## config.mk

```make
export PLATFORM = sky130hd
export DESIGN_NAME = spt_cell
export DESIGN_NICKNAME = d
export VERILOG_FILES = /design/src/hw/rtl/spt_pkg.sv /design/src/hw/rtl/spt_cell.sv
export SDC_FILE = /design/constraint.sdc
export NUM_CORES = 1
export LEC_CHECK = 0
export BUFFER_PORTS_ARGS = -buffer_cell sky130_fd_sc_hd__buf_2
export CORE_MARGIN = 3
export CORE_UTILIZATION = 35
export DETAILED_ROUTE_END_ITERATION = 7
export PLACE_DENSITY_LB_ADDON = 0.1
export SLEW_MARGIN = 20
export SYNTH_ARGS = -nofsm -noshare
export SYNTH_HDL_FRONTEND = slang
export SYNTH_SLANG_ARGS = --single-unit
```

## constraint.sdc

```tcl
create_clock -name clk_i -period 15.21 [get_ports clk_i]
set_clock_uncertainty 0.15 [all_clocks]
set_input_delay 4.563 -clock clk_i [delete_from_list [all_inputs] [get_ports clk_i]]
set_output_delay 4.563 -clock clk_i [all_outputs]
set_load 0.02 [all_outputs]
```

## src/hw/rtl/spt_pkg.sv

```systemverilog
// Shared types and constants for the snapshot pin table.
// Used by spt_cell and the snapshot_pin_table top level.
`timescale 1ns / 1ps

package spt_pkg;

  // Field widths
  localparam int unsigned ID_W    = 64;
  localparam int unsigned GEN_W   = 32;
  localparam int unsigned VER_W   = 64;
  localparam int unsigned LIMIT_W = 5;
  localparam int unsigned STAT_W  = 2;
  localparam int unsigned COUNT_W = 5;
  localparam int unsigned CFG_W   = 32;

  // Default number of table entries
  localparam int unsigned TABLE_ENTRIES_DEF = 16;

  // Reset value of the active snapshot limit register
  localparam logic [LIMIT_W-1:0] MAX_ACTIVE_RST = LIMIT_W'(16);

  // Configuration register indexes
  typedef enum logic [0:0] {
    CFG_MAX_ACTIVE = 1'b0,
    CFG_CUR_GEN    = 1'b1
  } cfg_idx_e;

  // Request opcode on the input channel
  typedef enum logic [0:0] {
    REQ_CREATE  = 1'b0,
    REQ_RELEASE = 1'b1
  } req_op_e;

  // Result status codes
  typedef enum logic [STAT_W-1:0] {
    STAT_OK        = 2'd0,
    STAT_TOO_MANY  = 2'd1,
    STAT_NOT_FOUND = 2'd2
  } status_e;

  // Operation carried by a token along the cell chain
  typedef enum logic [1:0] {
    OP_NOP     = 2'd0,
    OP_CREATE  = 2'd1,
    OP_RELEASE = 2'd2
  } cell_op_e;

  // Token handed from cell to cell
  typedef struct packed {
    logic             vld;
    cell_op_e         op;
    logic [ID_W-1:0]  id;
    logic [GEN_W-1:0] gen;
    logic [VER_W-1:0] ver;
    logic             done;     // create placed / release matched
    logic [VER_W-1:0] min_ver;  // running minimum of live versions
  } tok_t;

  // Finished result
  typedef struct packed {
    status_e            status;
    logic [ID_W-1:0]    new_id;
    logic [GEN_W-1:0]   new_gen;
    logic [VER_W-1:0]   min_ver;
    logic [COUNT_W-1:0] count;
  } res_t;

endpackage

```

## src/hw/rtl/spt_cell.sv

```systemverilog
// One table entry of the snapshot pin table chain.
// Depends on spt_pkg for the token type and field widths.
`timescale 1ns / 1ps

module spt_cell import spt_pkg::*; #(
  parameter int unsigned CntW = 5
) (
  input  logic            clk_i,
  input  logic            rst_ni,
  input  tok_t            tok_i,
  input  logic [CntW-1:0] cnt_i,
  output tok_t            tok_o,
  output logic [CntW-1:0] cnt_o
);

  logic             valid_q, valid_d;
  logic [ID_W-1:0]  id_q, id_d;
  logic [GEN_W-1:0] gen_q, gen_d;
  logic [VER_W-1:0] ver_q, ver_d;
  tok_t             tok_q, tok_d;
  logic [CntW-1:0]  cnt_q, cnt_d;
  logic             hit;

  // Update the entry from the passing token, then fold it into min and count
  always_comb begin
    hit     = valid_q && (id_q == tok_i.id);
    valid_d = valid_q;
    id_d    = id_q;
    gen_d   = gen_q;
    ver_d   = ver_q;
    tok_d   = tok_i;
    if (tok_i.vld) begin
      case (tok_i.op)
        OP_CREATE: begin
          if (hit && tok_i.done) begin
            // New id already placed upstream: drop the stale duplicate
            valid_d = 1'b0;
          end else if (hit || (!valid_q && !tok_i.done)) begin
            valid_d    = 1'b1;
            id_d       = tok_i.id;
            gen_d      = tok_i.gen;
            ver_d      = tok_i.ver;
            tok_d.done = 1'b1;
          end
        end
        OP_RELEASE: begin
          if (hit && (gen_q == tok_i.gen)) begin
            valid_d    = 1'b0;
            tok_d.done = 1'b1;
          end
        end
        default: ;
      endcase
    end
    if (valid_d && (ver_d < tok_i.min_ver)) begin
      tok_d.min_ver = ver_d;
    end
    cnt_d = cnt_i + CntW'(valid_d);
  end

  // Hold control state and the passing token
  always_ff @(posedge clk_i or negedge rst_ni) begin
    if (!rst_ni) begin
      valid_q <= 1'b0;
      tok_q   <= '0;
    end else begin
      valid_q <= valid_d;
      tok_q   <= tok_d;
    end
  end

  // Advance payload
  always_ff @(posedge clk_i) begin
    id_q  <= id_d;
    gen_q <= gen_d;
    ver_q <= ver_d;
    cnt_q <= cnt_d;
  end

  assign tok_o = tok_q;
  assign cnt_o = cnt_q;

endmodule

```

# Word-level counts from Yosys, hierarchy flattened

Cells that the tools add are included.

Mux-type cells: 15
Div/mod/pow operators: 0
Shift-type cells: 0
Magnitude comparators: 1
Eq/ne operators: 4
Multipliers: 0
Reductions and logical operators: 9
Add/subtract/negate cells: 1
Bitwise logic cells: 1

Operator list:

| operator                                                               | count |
|---|---|
| 64-bit 2-to-1 mux                                                      | 5 |
| 64-bit equality test                                                   | 1 |
| 64-bit less-than comparator                                            | 1 |
| 32-bit equality test                                                   | 1 |
| 1-bit 2-to-1 mux                                                       | 8 |
| 5-bit by 1-bit adder with 5-bit output                                 | 1 |
| 1-bit logical AND                                                      | 5 |
| 1-bit case mux with 2 select lines                                     | 2 |
| 4-bit AND reduction                                                    | 1 |
| 2-bit by 1-bit equality test with 1-bit output (second input constant) | 1 |
| 2-bit equality test (second input constant)                            | 1 |
| 1-bit zero test                                                        | 2 |
| 1-bit logical OR                                                       | 1 |
| 1-bit NOT                                                              | 1 |

Word-level logic and storage cells: 43
Memory bits (read-only): 0
Latch bits: 0
Bits in registers: 394
Output and inout bits: 233
Memories: 0
RAM bits: 0

# Logic depth before layout (Yosys ltp)

Gate-level depths: netlist (run 1).

Word-level depth: 10
Depth in mapped cells: 19

# Least setup slack after synthesis (run 1)

OpenSTA, ideal clock, no wires.

Path kind: input -> register
From: in tok_i[174] in the netlist's numbering
To: reg tok_q, in the netlist tok_o[13]
Required time: 14,935 ps
Buffers on the path: 3
Slack: 5,813 ps
Arrival: 9,123 ps
Cell stages on the path: 19
Cell sequence: xnor2_1 > nand4_1 > nor4_1 > nand4_1 > and2_1 > nor2_1 > buf_2 > buf_4 > mux2_2 > ha_1 > nand4_1 > nor4_1 > nand3_1 > or3_1 > a31oi_1 > o211ai_1 > nand2_4 > buf_6 > mux2_2

RTL lines:

| what                 | line           | source |
|---|---|---|
| start, declared      | spt_cell.sv:10 | `input tok_t tok_i,` |
| end signal, assigned | spt_cell.sv:68 | `tok_q <= tok_d;` |
| end, declared        | spt_cell.sv:20 | `tok_t tok_q, tok_d;` |

==> impl_results.md, run 1 <==
* Row count at 74
* Reg2reg setup slack at 8.89 ns
* Smallest setup slack after layout at 5.13 ns
* Fmax at 99.2 MHz
* Core area at 40,900 sq um
* Root cell of the clock tree: clkbuf_16
* PortBufs at 467
* Number of flops mapped to enable cells by yosys at 96
* Final setup fails at 0
* Per-cell routed wire length at 19.1 um
* Post-Synthesis Cells at 926
* Worst Path Max Fanout at 64
* Non-filler cells in the finished layout at 2,006
* Status: finished, final reports clean
* Total GRT Usage at 0.172
* Final period util at 0.663
* Max IR drop VDD at 0.0784 mV
* Initial antenna violation count at 8
* Vias per inst at 4.48
* Max-slew violations at 0
* Max Cap Viol at 0
* Syn_area_per_cell at 15.7 sq um
* Clk pin slew, worst setup/hold paths at 0.06 ns
* Distinct cells, synth at 46
* Worst slack at placement at 3.94 ns
* Static leakage at 8.94 nW
* Slew @ Worst Pin at 1.02 ns
* Final ANT Viol Nets at 0
* CP Class: in -> reg
* Starting Density at 0.356
* Drt first pass iters at 4
* Die Area at 44,100 sq um
* Grt total ovfl at 0
* Post-route cell area at 19,000 sq um
* Clock buffer depth at 3
* Placed Cells at 1,917
* First-pass GRT wire length at 57,800 um
* Die Width at 210 um
* FF+latch count, synth at 394
* Routed wire length at 38,200 um
* TritonCTS buffer count at 44
* Sequential fraction of the synthesis area at 0.687
* Via count at 8,989
* Hold/Removal Path Class: reg -> reg
* Post-detail-place hpwl at 28,900 um
* Residual DRC at 0
* I/O pins at 468
* Crit path arrival time at 10.38 ns
* Largest net degree at the start of global routing at 110
* CTS tree: done
* Drt first-iter violations at 273
* Total clock sinks at 394
* Post-placement cell area at 17,500 sq um
* CTS hold repair buffers at 0
* Tmin final at 10.08 ns
* Final Hold Fails at 0
* Ys async rst share at 0.581
* Slew headroom at 0.309
* Number of global-route vias before repair at 9,617
* Mapped Area at 14,600 sq um
* Clock Latency Late Sink at 0.56 ns
* Total power at 2.65 mW
* H-tree depth at 2
* CP Data Required Time at 15.50 ns
* PD cells at 140 nW/um^2
* Post_cts resized at 0
* Fillers at 3,816
* CP endpoint kind: flop
* Nature of the critical path startpoint: input port
* Post-Syn Nets at 1,228
* GP Congestion at 0.735
* Setup tns final at 0 ns
* Top FF cell, synth: dfrtp_1
* Die H at 210 um
* Share of cells above drive strength 1 at 0.458
* Nets at 1,733
* Post-CTS Setup Bufs at 0
* Yosys warning count at 0
* Unrepaired setup endpoints after global routing: false
* Area growth syn-to-layout at 30.4%
[routing by layer]
metal,part of all wire,global-route usage,vias to the layer above
met5,0.00089,0,-
met3,0.078,0.0572,49
met4,0.016,0.0434,6
met1,0.42,0.221,4354
met2,0.48,0.282,292
li1,-,-,4288
[layout by cell type, fill, tap and decap left out, types with 3 or more instances in the layout]
master     synthesis  layout
a211oi_1           4       4
a21o_1             4       4
a21oi_1           13      13
buf_2              2     466
buf_4              5       5
clkbuf_1           0      13
clkbuf_16          0      46
clkbuf_8           0       8
clkinv_2           0       9
dfrtp_1          229     229
dfxtp_1           69      69
diode_2            0       7
edfxtp_1          96      96
ha_1              67      67
inv_1             69      69
mux2_2           104     104
mux2_4            24      24
nand2_1           12      12
nand2b_1           3       3
nand3_1            9       9
nand4_1           31      31
nor2_1            12      11
nor2b_1            3       3
nor3_1             5       5
nor4_1            13      13
o211ai_1           4       4
o21a_1             3       3
o21ai_0           17      17
xnor2_1           67      67
xor2_1            32      32
[kinds of logic (layout without fill, tap and decap cells)]
logic type / after synthesis / count (layout) / share of synthesized area
flops: 394 / 394 / 0.687
mux: 129 / 129 / 0.106
xor+xnor: 99 / 99 / 0.0596
simple gates: 96 / 96 / 0.0369
buf+inv: 82 / 623 / 0.0257
fa+ha+maj: 67 / 67 / 0.0576
compound gates: 59 / 59 / 0.0277
other cells: 0 / 7 / 0
[worst paths after layout]
check | start | endpoint | cells after the start
max reg2reg | id_q[57] | tok_o[53] | 17
min | ver_q[2] | ver_q[2] | 1
max in group asynchronous | rst_ni | tok_o[71] | 2
min reg2reg | ver_q[2] | ver_q[2] | 1
max | tok_i[218] | tok_o[53] | 18
min in group asynchronous | rst_ni | tok_o[164] | 1
[registers in the layout (all words and copies together), names as in the netlist]
signal,flops
tok_o,228
id_q,64
ver_q,64
gen_q,32
cnt_o,5
valid_q,1
[through the flow]
stage               utilization  hold WS, ns
finish                    0.464        0.341
floorplan                     -        0.314
detailed placement        0.428        0.327
global placement          0.428        0.324
global route              0.463        0.356
CTS                       0.463        0.341
[cells in the mapped netlist (2+ instances only)]
cell type    n  area share
mux2_2     104       0.080
o21ai_0     17      0.0058
a31oi_1      2     0.00086
dfxtp_1     69       0.095
xor2_1      32       0.019
o21a_1       3      0.0015
mux2_4      24       0.025
a21oi_1     13      0.0045
a2bb2oi_1    2      0.0012
a211oi_1     4      0.0021
o41ai_1      2      0.0012
a21o_1       4      0.0021
nand3_1      9      0.0031
nor2b_1      3      0.0013
nor4_1      13      0.0056
buf_6        6      0.0046
nand2_1     12      0.0031
inv_1       69       0.018
dfrtp_1    229        0.39
ha_1        67       0.058
nor2_1      12      0.0031
nand4_1     31       0.013
nor3_1       5      0.0017
nand2b_1     3      0.0013
xnor2_1     67       0.040
buf_4        5      0.0026
buf_2        2     0.00069
edfxtp_1    96        0.20
o211ai_1     4      0.0021
[where the power goes]
| part | internal (mW) | leakage, nW | total, mW | switching (mW) |
|---|---|---|---|---|
| Combinational | 0.171 | 4.04 | 0.415 | 0.243 |
| Sequential | 1.17 | 4.19 | 1.19 | 0.0210 |
| Clock | 0.629 | 0.712 | 1.05 | 0.422 |
[worst max-delay path, cell delays in order]
cell and delay (ns):
buf_2 0.13, xnor2_1 0.17, nand4_1 0.14, nor4_1 0.58
nand4_1 0.35, and2_1 0.30, nor2_4 0.09, buf_4 0.51
mux2_2 0.44, ha_1 0.36, nand4_1 0.18, nor4_1 0.48
nand3_1 0.22, or3_1 0.40, a31oi_1 0.20, o211ai_1 0.22
nand2_8 0.53, mux2_2 0.41
[final cells by class]
type | instances | area, sq um | area share
Antenna cell | 7 | 17.5 | 0.000923
Clock buffer | 67 | 1310 | 0.0690
Clock inverter | 15 | 140 | 0.00739
Inverter | 69 | 259 | 0.0136
Multi-Input combinational cell | 450 | 4200 | 0.221
Sequential cell | 394 | 9990 | 0.527
Tap cell | 532 | 666 | 0.0351
Timing Repair Buffer | 472 | 2380 | 0.126
Note: power is estimated with default switching activity, not from simulation.
==> run 2, diff against run 1 <==
clock period = 9.98 ns   (was 15.21 ns; I/O delays follow)
==> run 2 against run 1 <==
  * First-iteration DRC count rose by 65%
  * Worst setup slack got worse by 3.4 ns
  * Clock-buffer cell count fell by 4
  * Sequential power rose by 52%
  * Combinational power rose by 53%
  * Final area rose by 0.88%
  * Register-to-register slack got worse by 5.0 ns
  * Routed wire length fell by 0.44%
  * Critical endpoint is now tok_o[20]
  * Largest cell class unchanged
==> impl_results.md, run 2 (synthesized netlist as in run 1, its figures left out) <==
* Total GRT Usage at 0.170 (-0.00127)
* Die Area at 44,100 sq um (unchanged)
* Worst hold endpoint: ver_q[4]
* CP endpoint kind: flop
* Most common cell after layout, fill and taps aside: buf_2
* Drt first pass iters at 4 (unchanged)
* Clk pin slew, worst setup/hold paths at 0.06 ns (about the same)
* Static leakage at 9.02 nW (+0.95%)
* TritonCTS buffer count at 43 (-2.3%)
* WHS at 0.342 ns (+0.00144 ns)
* R2R cell count at 19 (+2)
* Drt first-iter violations at 451 (+65%)
* H-tree depth at 2 (unchanged)
* Crit path arrival time at 8.55 ns (-1.83 ns)
* Clock buffer depth at 3 (unchanged)
* Setup tns final at 0 ns (unchanged)
* Die Width at 210 um (unchanged)
* Total clock sinks at 394 (unchanged)
* Hold wc startpoint: ver_q[4]
* Commonest cells after routing, fill and taps aside: buf_2, dfrtp_1, mux2_2, edfxtp_1
* Max Cap Viol at 0 (unchanged)
* CTS hold repair buffers at 0 (unchanged)
* Final ANT Viol Nets at 0 (unchanged)
* PortBufs at 467 (unchanged)
* Largest register FFs at 228 (unchanged)
* CTS tree: done
* Nets at 1,737 (+0.23%)
* Root cell of the clock tree: clkbuf_16
* Final Hold Fails at 0 (unchanged)
* CP Class: in -> reg
* CP Data Required Time at 10.26 ns (-5.24 ns)
* Nature of the critical path startpoint: input port
* Core area at 40,900 sq um (unchanged)
* Total power at 4.14 mW (+56%)
* PD cells at 216 nW/um^2 (+54%)
* First-pass GRT wire length at 57,200 um (-0.98%)
* Via count at 8,937 (-0.58%)
* Smallest setup slack after layout at 1.72 ns (-3.41 ns)
* Slew @ Worst Pin at 1.06 ns (+0.0368 ns)
* Hold/Removal Path Class: reg -> reg
* Routed wire length at 38,100 um (-0.44%)
* Fmax at 121 MHz
* Slew headroom at 0.284 (-0.0249)
* GP Congestion at 0.752 (+2.4%)
* Starting Density at 0.356 (unchanged)
* WHS Path Cells at 1 (unchanged)
* Max-slew violations at 0 (unchanged)
* Worst Path Max Fanout at 18 (-72%)
* Row count at 74 (unchanged)
* Final setup fails at 0 (unchanged)
* Max IR drop VDD at 0.138 mV (+76%)
* Final period util at 0.828
* Per-cell routed wire length at 19.0 um (-0.39%)
* FF-to-FF Start: id_q[42]
* Unrepaired setup endpoints after global routing: false
* Reg2reg setup slack at 3.91 ns (-4.98 ns)
* Tmin final at 8.26 ns
* Post-detail-place hpwl at 29,200 um (+1.2%)
* Clock Latency Late Sink at 0.55 ns (about the same)
* Post_cts resized at 0 (unchanged)
* Largest net degree at the start of global routing at 120 (+9.1%)
* Reg2Reg Capture Point: tok_o[20]
* Grt total ovfl at 0 (unchanged)
* Area growth syn-to-layout at 31.5%
* Share of cells above drive strength 1 at 0.463 (+0.00519)
* Number of global-route vias before repair at 9,403 (-2.2%)
* Post-CTS Setup Bufs at 0 (unchanged)
* Residual DRC at 0 (unchanged)
* Worst slack at placement at 0.937 ns (-3.00 ns)
* I/O pins at 468 (unchanged)
* Initial antenna violation count at 6 (-2)
* Status: finished, final reports clean
* Vias per inst at 4.46 (-0.53%)
* Die H at 210 um (unchanged)
## run 2: stage by stage
| step | area (sq um) | std cells | utilization |
|---|---|---|---|
| after floorplan | 14600 | 926 | - |
| after global placement | 17600 | 1922 | 0.430 |
| after detailed placement | 17600 | 1922 | 0.430 |
| after CTS | 19100 | 2002 | 0.468 |
| after global routing | 19100 | 2002 | 0.468 |
| final | 19100 | 2005 | 0.468 |
## run 2: where the power goes
| group | leakage [nW] | switching [mW] | internal (mW) |
|---|---|---|---|
| clock network | 0.759 | 0.644 | 1.05 |
| registers | 4.19 | 0.0318 | 1.78 |
| logic | 4.08 | 0.371 | 0.264 |
| total | 9.02 | 1.05 | 3.09 |
## run 2: worst max path at each step
stage               start        end  slack (ns)  cells past startpoint
6_report       tok_i[203]  tok_o[20]        1.72                     20
3_3_place_gp   tok_i[181]  tok_o[16]        0.99                     20
2_1_floorplan  tok_i[174]  tok_o[13]        2.15                     19
3_5_place_dp   tok_i[203]  tok_o[20]        0.94                     20
5_1_grt        tok_i[161]  tok_o[20]        1.22                     20
4_1_cts        tok_i[203]  tok_o[20]        1.51                     20
## run 2: critical path, stage by stage
cell,delay (ns)
buf_2,0.12
xnor2_1,0.20
nand4_1,0.11
nor4_1,0.46
buf_4,0.19
nand4_1,0.23
and2_1,0.31
nor2_4,0.42
buf_4,0.37
mux2_2,0.41
ha_1,0.30
a211oi_1,0.25
o21a_1,0.17
o21ai_0,0.09
a221oi_1,0.58
nand3_1,0.14
o211ai_1,0.28
nand2_4,0.26
buf_4,0.30
mux2_4,0.32
## run 2: per-layer routing
metal / global-route usage / routed length [um] / vias to the layer above
met3: 0.0620 / 3080 / 59
li1: - / - / 4286
met2: 0.280 / 18100 / 306
met4: 0.0381 / 611 / 6
met5: 0 / 32 / -
met1: 0.217 / 16200 / 4280
## run 2: final cells by class
type,count,area (sq um)
Antenna cell,3,7.51
Clock buffer,63,1320
Clock inverter,17,233
Fill cell,3767,21800
Inverter,69,259
Multi-Input combinational cell,450,4190
Sequential cell,394,9990
Tap cell,532,666
Timing Repair Buffer,477,2470
==> run 3, diff against run 2 <==
ABC_AREA = 1   (was not set)
clock period = 7.3 ns   (was 9.98 ns; I/O delays follow)
==> run 3 against run 2 <==
  * Critical path depth rose by 7
  * Combinational power rose by 130%
  * Routed wire length grew 16%
  * Power increased by 54%
  * Hold slack got worse by 0.016 ns
  * Synthesized area grew 6.6%
  * Clock-buffer cell count up 2
  * Via count is 25% higher
==> impl_results.md, run 3 <==
* Top post-synthesis cells by area: dfrtp_1, edfxtp_1, nand2_1, dfxtp_1, ha_1
* Reg2Reg Capture Point: tok_o[9]
* Top-count cell post-synth: nand2_1
* Max stage delay on crit path at 0.53 ns (-0.05 ns)
* Post-Synthesis Cells at 1,450 (+57%)
* Final setup fails at 0 (unchanged)
* Post-synth top area share at 0.369 (-0.0243)
* Crit-path leading delay family: simple AND/OR/NAND/NOR gates
* Setup tns final at 0 ns (unchanged)
* Slew headroom at 0.411 (+0.127)
* Sequential fraction of the synthesis area at 0.644 (-0.0424)
* Fmax at 159 MHz
* Non-filler cells in the finished layout at 2,564 (+28%)
* Clock share of power at 0.352 (-0.057)
* Routed wire length at 44,300 um (+16%)
* WHS Path Cells at 2 (+1)
* Sw Pwr at 1.99 mW (+90%)
* Grt total ovfl at 0 (unchanged)
* Combinational share of power at 0.230 (+0.077)
* Tmin final at 6.29 ns
* Sw frac at 0.312 (+0.0587)
* Worst Path Max Fanout at 38 (+20)
* Core area at 43,500 sq um (+6.2%)
* Post-detail-place hpwl at 32,600 um (+12%)
* Distinct cells, synth at 38 (-17%)
* CP Class: in -> reg
* Final period util at 0.861
* Hold wc startpoint: ver_q[0]
* Buf/Inv on CP at 6 (+2)
* Share of cells above drive strength 1 at 0.316 (-0.148)
* CP endpoint kind: flop
* Drt first pass iters at 4 (unchanged)
* Clock buffer depth at 3 (unchanged)
* Total GRT Usage at 0.186 (+0.0154)
* Clock Latency Late Sink at 0.57 ns (+0.02 ns)
* H-tree depth at 2 (unchanged)
* Top FF cell, synth: dfrtp_1
* Met3 Usage GRT at 0.0565 (-0.00553)
* Die Area at 46,900 sq um (+6.4%)
* Nature of the critical path startpoint: input port
* Commonest cells after routing, fill and taps aside: nand2_1, buf_2, dfrtp_1, inv_1, edfxtp_1
* PD cells at 319 nW/um^2 (+48%)
* TritonCTS buffer count at 45 (+4.7%)
* Post-CTS Setup Bufs at 0 (unchanged)
* Per-cell routed wire length at 17.3 um (-9.0%)
* Starting Density at 0.357 (+0.00130)
* Synth area leader: dfrtp_1
* GP Congestion at 0.794 (+5.6%)
* I/O pins at 468 (unchanged)
* Reg2reg setup slack at 2.37 ns (-1.54 ns)
* Met1 Usage GRT at 0.244 (+0.0266)
* Via count at 11,200 (+25%)
* Crit path arrival time at 6.63 ns (-1.92 ns)
* Largest register FFs at 228 (unchanged)
* Area of the multi-input gates at 4650 sq um (+11%)
* CTS hold repair buffers at 0 (unchanged)
* Residual DRC at 0 (unchanged)
* PortBufs at 467 (unchanged)
* Sequential Power Share at 0.418 (-0.020)
* Commonest cells in the synthesized netlist: nand2_1, dfrtp_1, inv_1
* Nets at 2,243 (+29%)
* Initial antenna violation count at 9 (+3)
* Status: finished, final reports clean
* Worst hold endpoint: ver_q[0]
* Vias per inst at 4.37 (-1.9%)
* Fillers at 4,149 (+10%)
* Area growth syn-to-layout at 28.8%
* Die Width at 217 um (+3.1%)
* Mapped Area at 15,500 sq um (+6.6%)
* Final ANT Viol Nets at 0 (unchanged)
* FF-to-FF Start: id_q[26]
* Final Hold Fails at 0 (unchanged)
* Most common cell after layout, fill and taps aside: nand2_1
* Register Area at 9990 sq um (unchanged)
* Syn_area_per_cell at 10.7 sq um (-32%)
* Global route hottest layer: met2
* Row count at 76 (+2.7%)
* First-pass GRT wire length at 67,000 um (+17%)
* CP Data Required Time at 7.64 ns (-2.62 ns)
* Max Cap Viol at 0 (unchanged)
* Clk pin slew, worst setup/hold paths at 0.06 ns (about the same)
* Post-Syn Nets at 1,752 (+43%)
* CP most frequent cell: nand2_1
* Hold/Removal Path Class: reg -> reg
* Static leakage at 10.4 nW (+15%)
* R2R cell count at 25 (+6)
* Total clock sinks at 394 (unchanged)
* Post_cts resized at 0 (unchanged)
* Ys async rst share at 0.581 (unchanged)
* Number of global-route vias before repair at 11,300 (+21%)
* Int Pwr at 4.38 mW (+42%)
* Met2 usage at 0.304 (+0.0242)
* Slew @ Worst Pin at 0.874 ns (-0.187 ns)
* Drt first-iter violations at 635 (+41%)
* Unrepaired setup endpoints after global routing: false
* Root cell of the clock tree: clkbuf_16
* FF+latch count, synth at 394 (unchanged)
* Max-slew violations at 0 (unchanged)
* Crit-path slowest cell: nor4_1
* Yosys warning count at 0 (unchanged)
* CTS tree: done
* Die H at 217 um (+3.1%)
* Placed Cells at 2,479 (+29%)
* Max IR drop VDD at 0.224 mV (+62%)
* Number of flops mapped to enable cells by yosys at 96 (unchanged)
* Largest net degree at the start of global routing at 126 (+5.0%)
-- run 3: cell types whose count changed after synthesis, moves of 9 or more --
| cell | before | now |
|---|---|---|
| o21ai_0 | 17 | 7 |
| mux2_2 | 104 | 0 |
| inv_1 | 69 | 164 |
| nand2_1 | 12 | 498 |
| a21oi_1 | 13 | 29 |
| xnor2_1 | 67 | 2 |
| nand4_1 | 31 | 7 |
| clkbuf_1 | 0 | 9 |
| nand3_2 | 0 | 60 |
| nor2_1 | 12 | 91 |
| xor2_1 | 32 | 43 |
| mux2_4 | 24 | 0 |
-- run 3: area by class of cell --
type	count	share of cell area
timing repair buffer	477	0.125
clock buffer	65	0.0678
multi-input combinational	858	0.233
tap	585	0.0366
clock inverter	18	0.00632
antenna	2	0.000250
sequential	394	0.500
inverter	165	0.0312
-- run 3: cells by family after synthesis --
group                      after synthesis  synth area share
DFF                                    394             0.644
xor gates and xnor gates                45            0.0254
AOI/OAI and AO/OA                       50            0.0195
adders and majority gates               67            0.0540
and+or+nand+nor                        696             0.200
buffers and inverters                  198            0.0572
-- run 3: metal layers --
metal / vias to the layer above / share of wire / wire [um]
li1: 5563 / - / -
met3: 61 / 0.073 / 3250
met1: 5228 / 0.44 / 19500
met2: 352 / 0.47 / 20700
met5: - / 0.0013 / 57
met4: 10 / 0.018 / 780
-- run 3: worst max-delay path by stage --
stage | start | endpoint | cells after the start | slack (ns)
finish | tok_i[170] | tok_o[9] | 27 | 1.01
global route | tok_i[215] | tok_o[1] | 26 | 0.51
CTS | tok_i[187] | tok_o[9] | 26 | 0.96
detailed placement | tok_i[187] | tok_o[45] | 26 | 0.36
global placement | tok_i[170] | tok_o[62] | 27 | 0.40
floorplan | tok_i[191] | tok_o[10] | 25 | 0.45
-- run 3: power by group through the flow --
stage / Combinational (mW) / Sequential, mW / Clock [mW]
3_3_place_gp: 1.48 / 2.70 / 0
4_1_cts: 1.50 / 2.67 / 2.31
6_report: 1.46 / 2.66 / 2.24
2_1_floorplan: 0.696 / 2.92 / 0
5_1_grt: 1.65 / 2.69 / 2.40
3_5_place_dp: 1.49 / 2.70 / 0
-- run 3: through the flow --
| stage | hold slack [ns] | total power, mW | cell area (sq um) | utilization | setup WS (ns) |
|---|---|---|---|---|---|
| 2_1_floorplan | 0.291 | 3.62 | 15500 | - | 0.450 |
| 3_3_place_gp | 0.308 | 4.19 | 18500 | 0.426 | 0.399 |
| 3_5_place_dp | 0.312 | 4.20 | 18500 | 0.426 | 0.361 |
| 4_1_cts | 0.328 | 6.48 | 20000 | 0.460 | 0.956 |
| 5_1_grt | 0.365 | 6.74 | 20000 | 0.460 | 0.508 |
| 6_report | 0.326 | 6.37 | 20000 | 0.460 | 1.01 |
-- run 3: worst register-to-register path, cell delays in order, from the launching register on --
cell	delay (ns)
edfxtp_1	0.40
nor2_1	0.10
nor2_1	0.05
nor2_1	0.14
nand2_1	0.09
nor2_1	0.09
nand2_1	0.09
nor2_4	0.18
nand4_1	0.22
nand2_4	0.33
inv_6	0.20
buf_4	0.25
nand2_1	0.07
nand2_1	0.10
ha_1	0.33
nand4_1	0.13
nor4_1	0.53
inv_1	0.10
nor4_1	0.23
nand2_1	0.09
nand2_1	0.13
nand2_4	0.09
nand2_4	0.32
buf_12	0.28
nand2_1	0.11
nand2_1	0.07
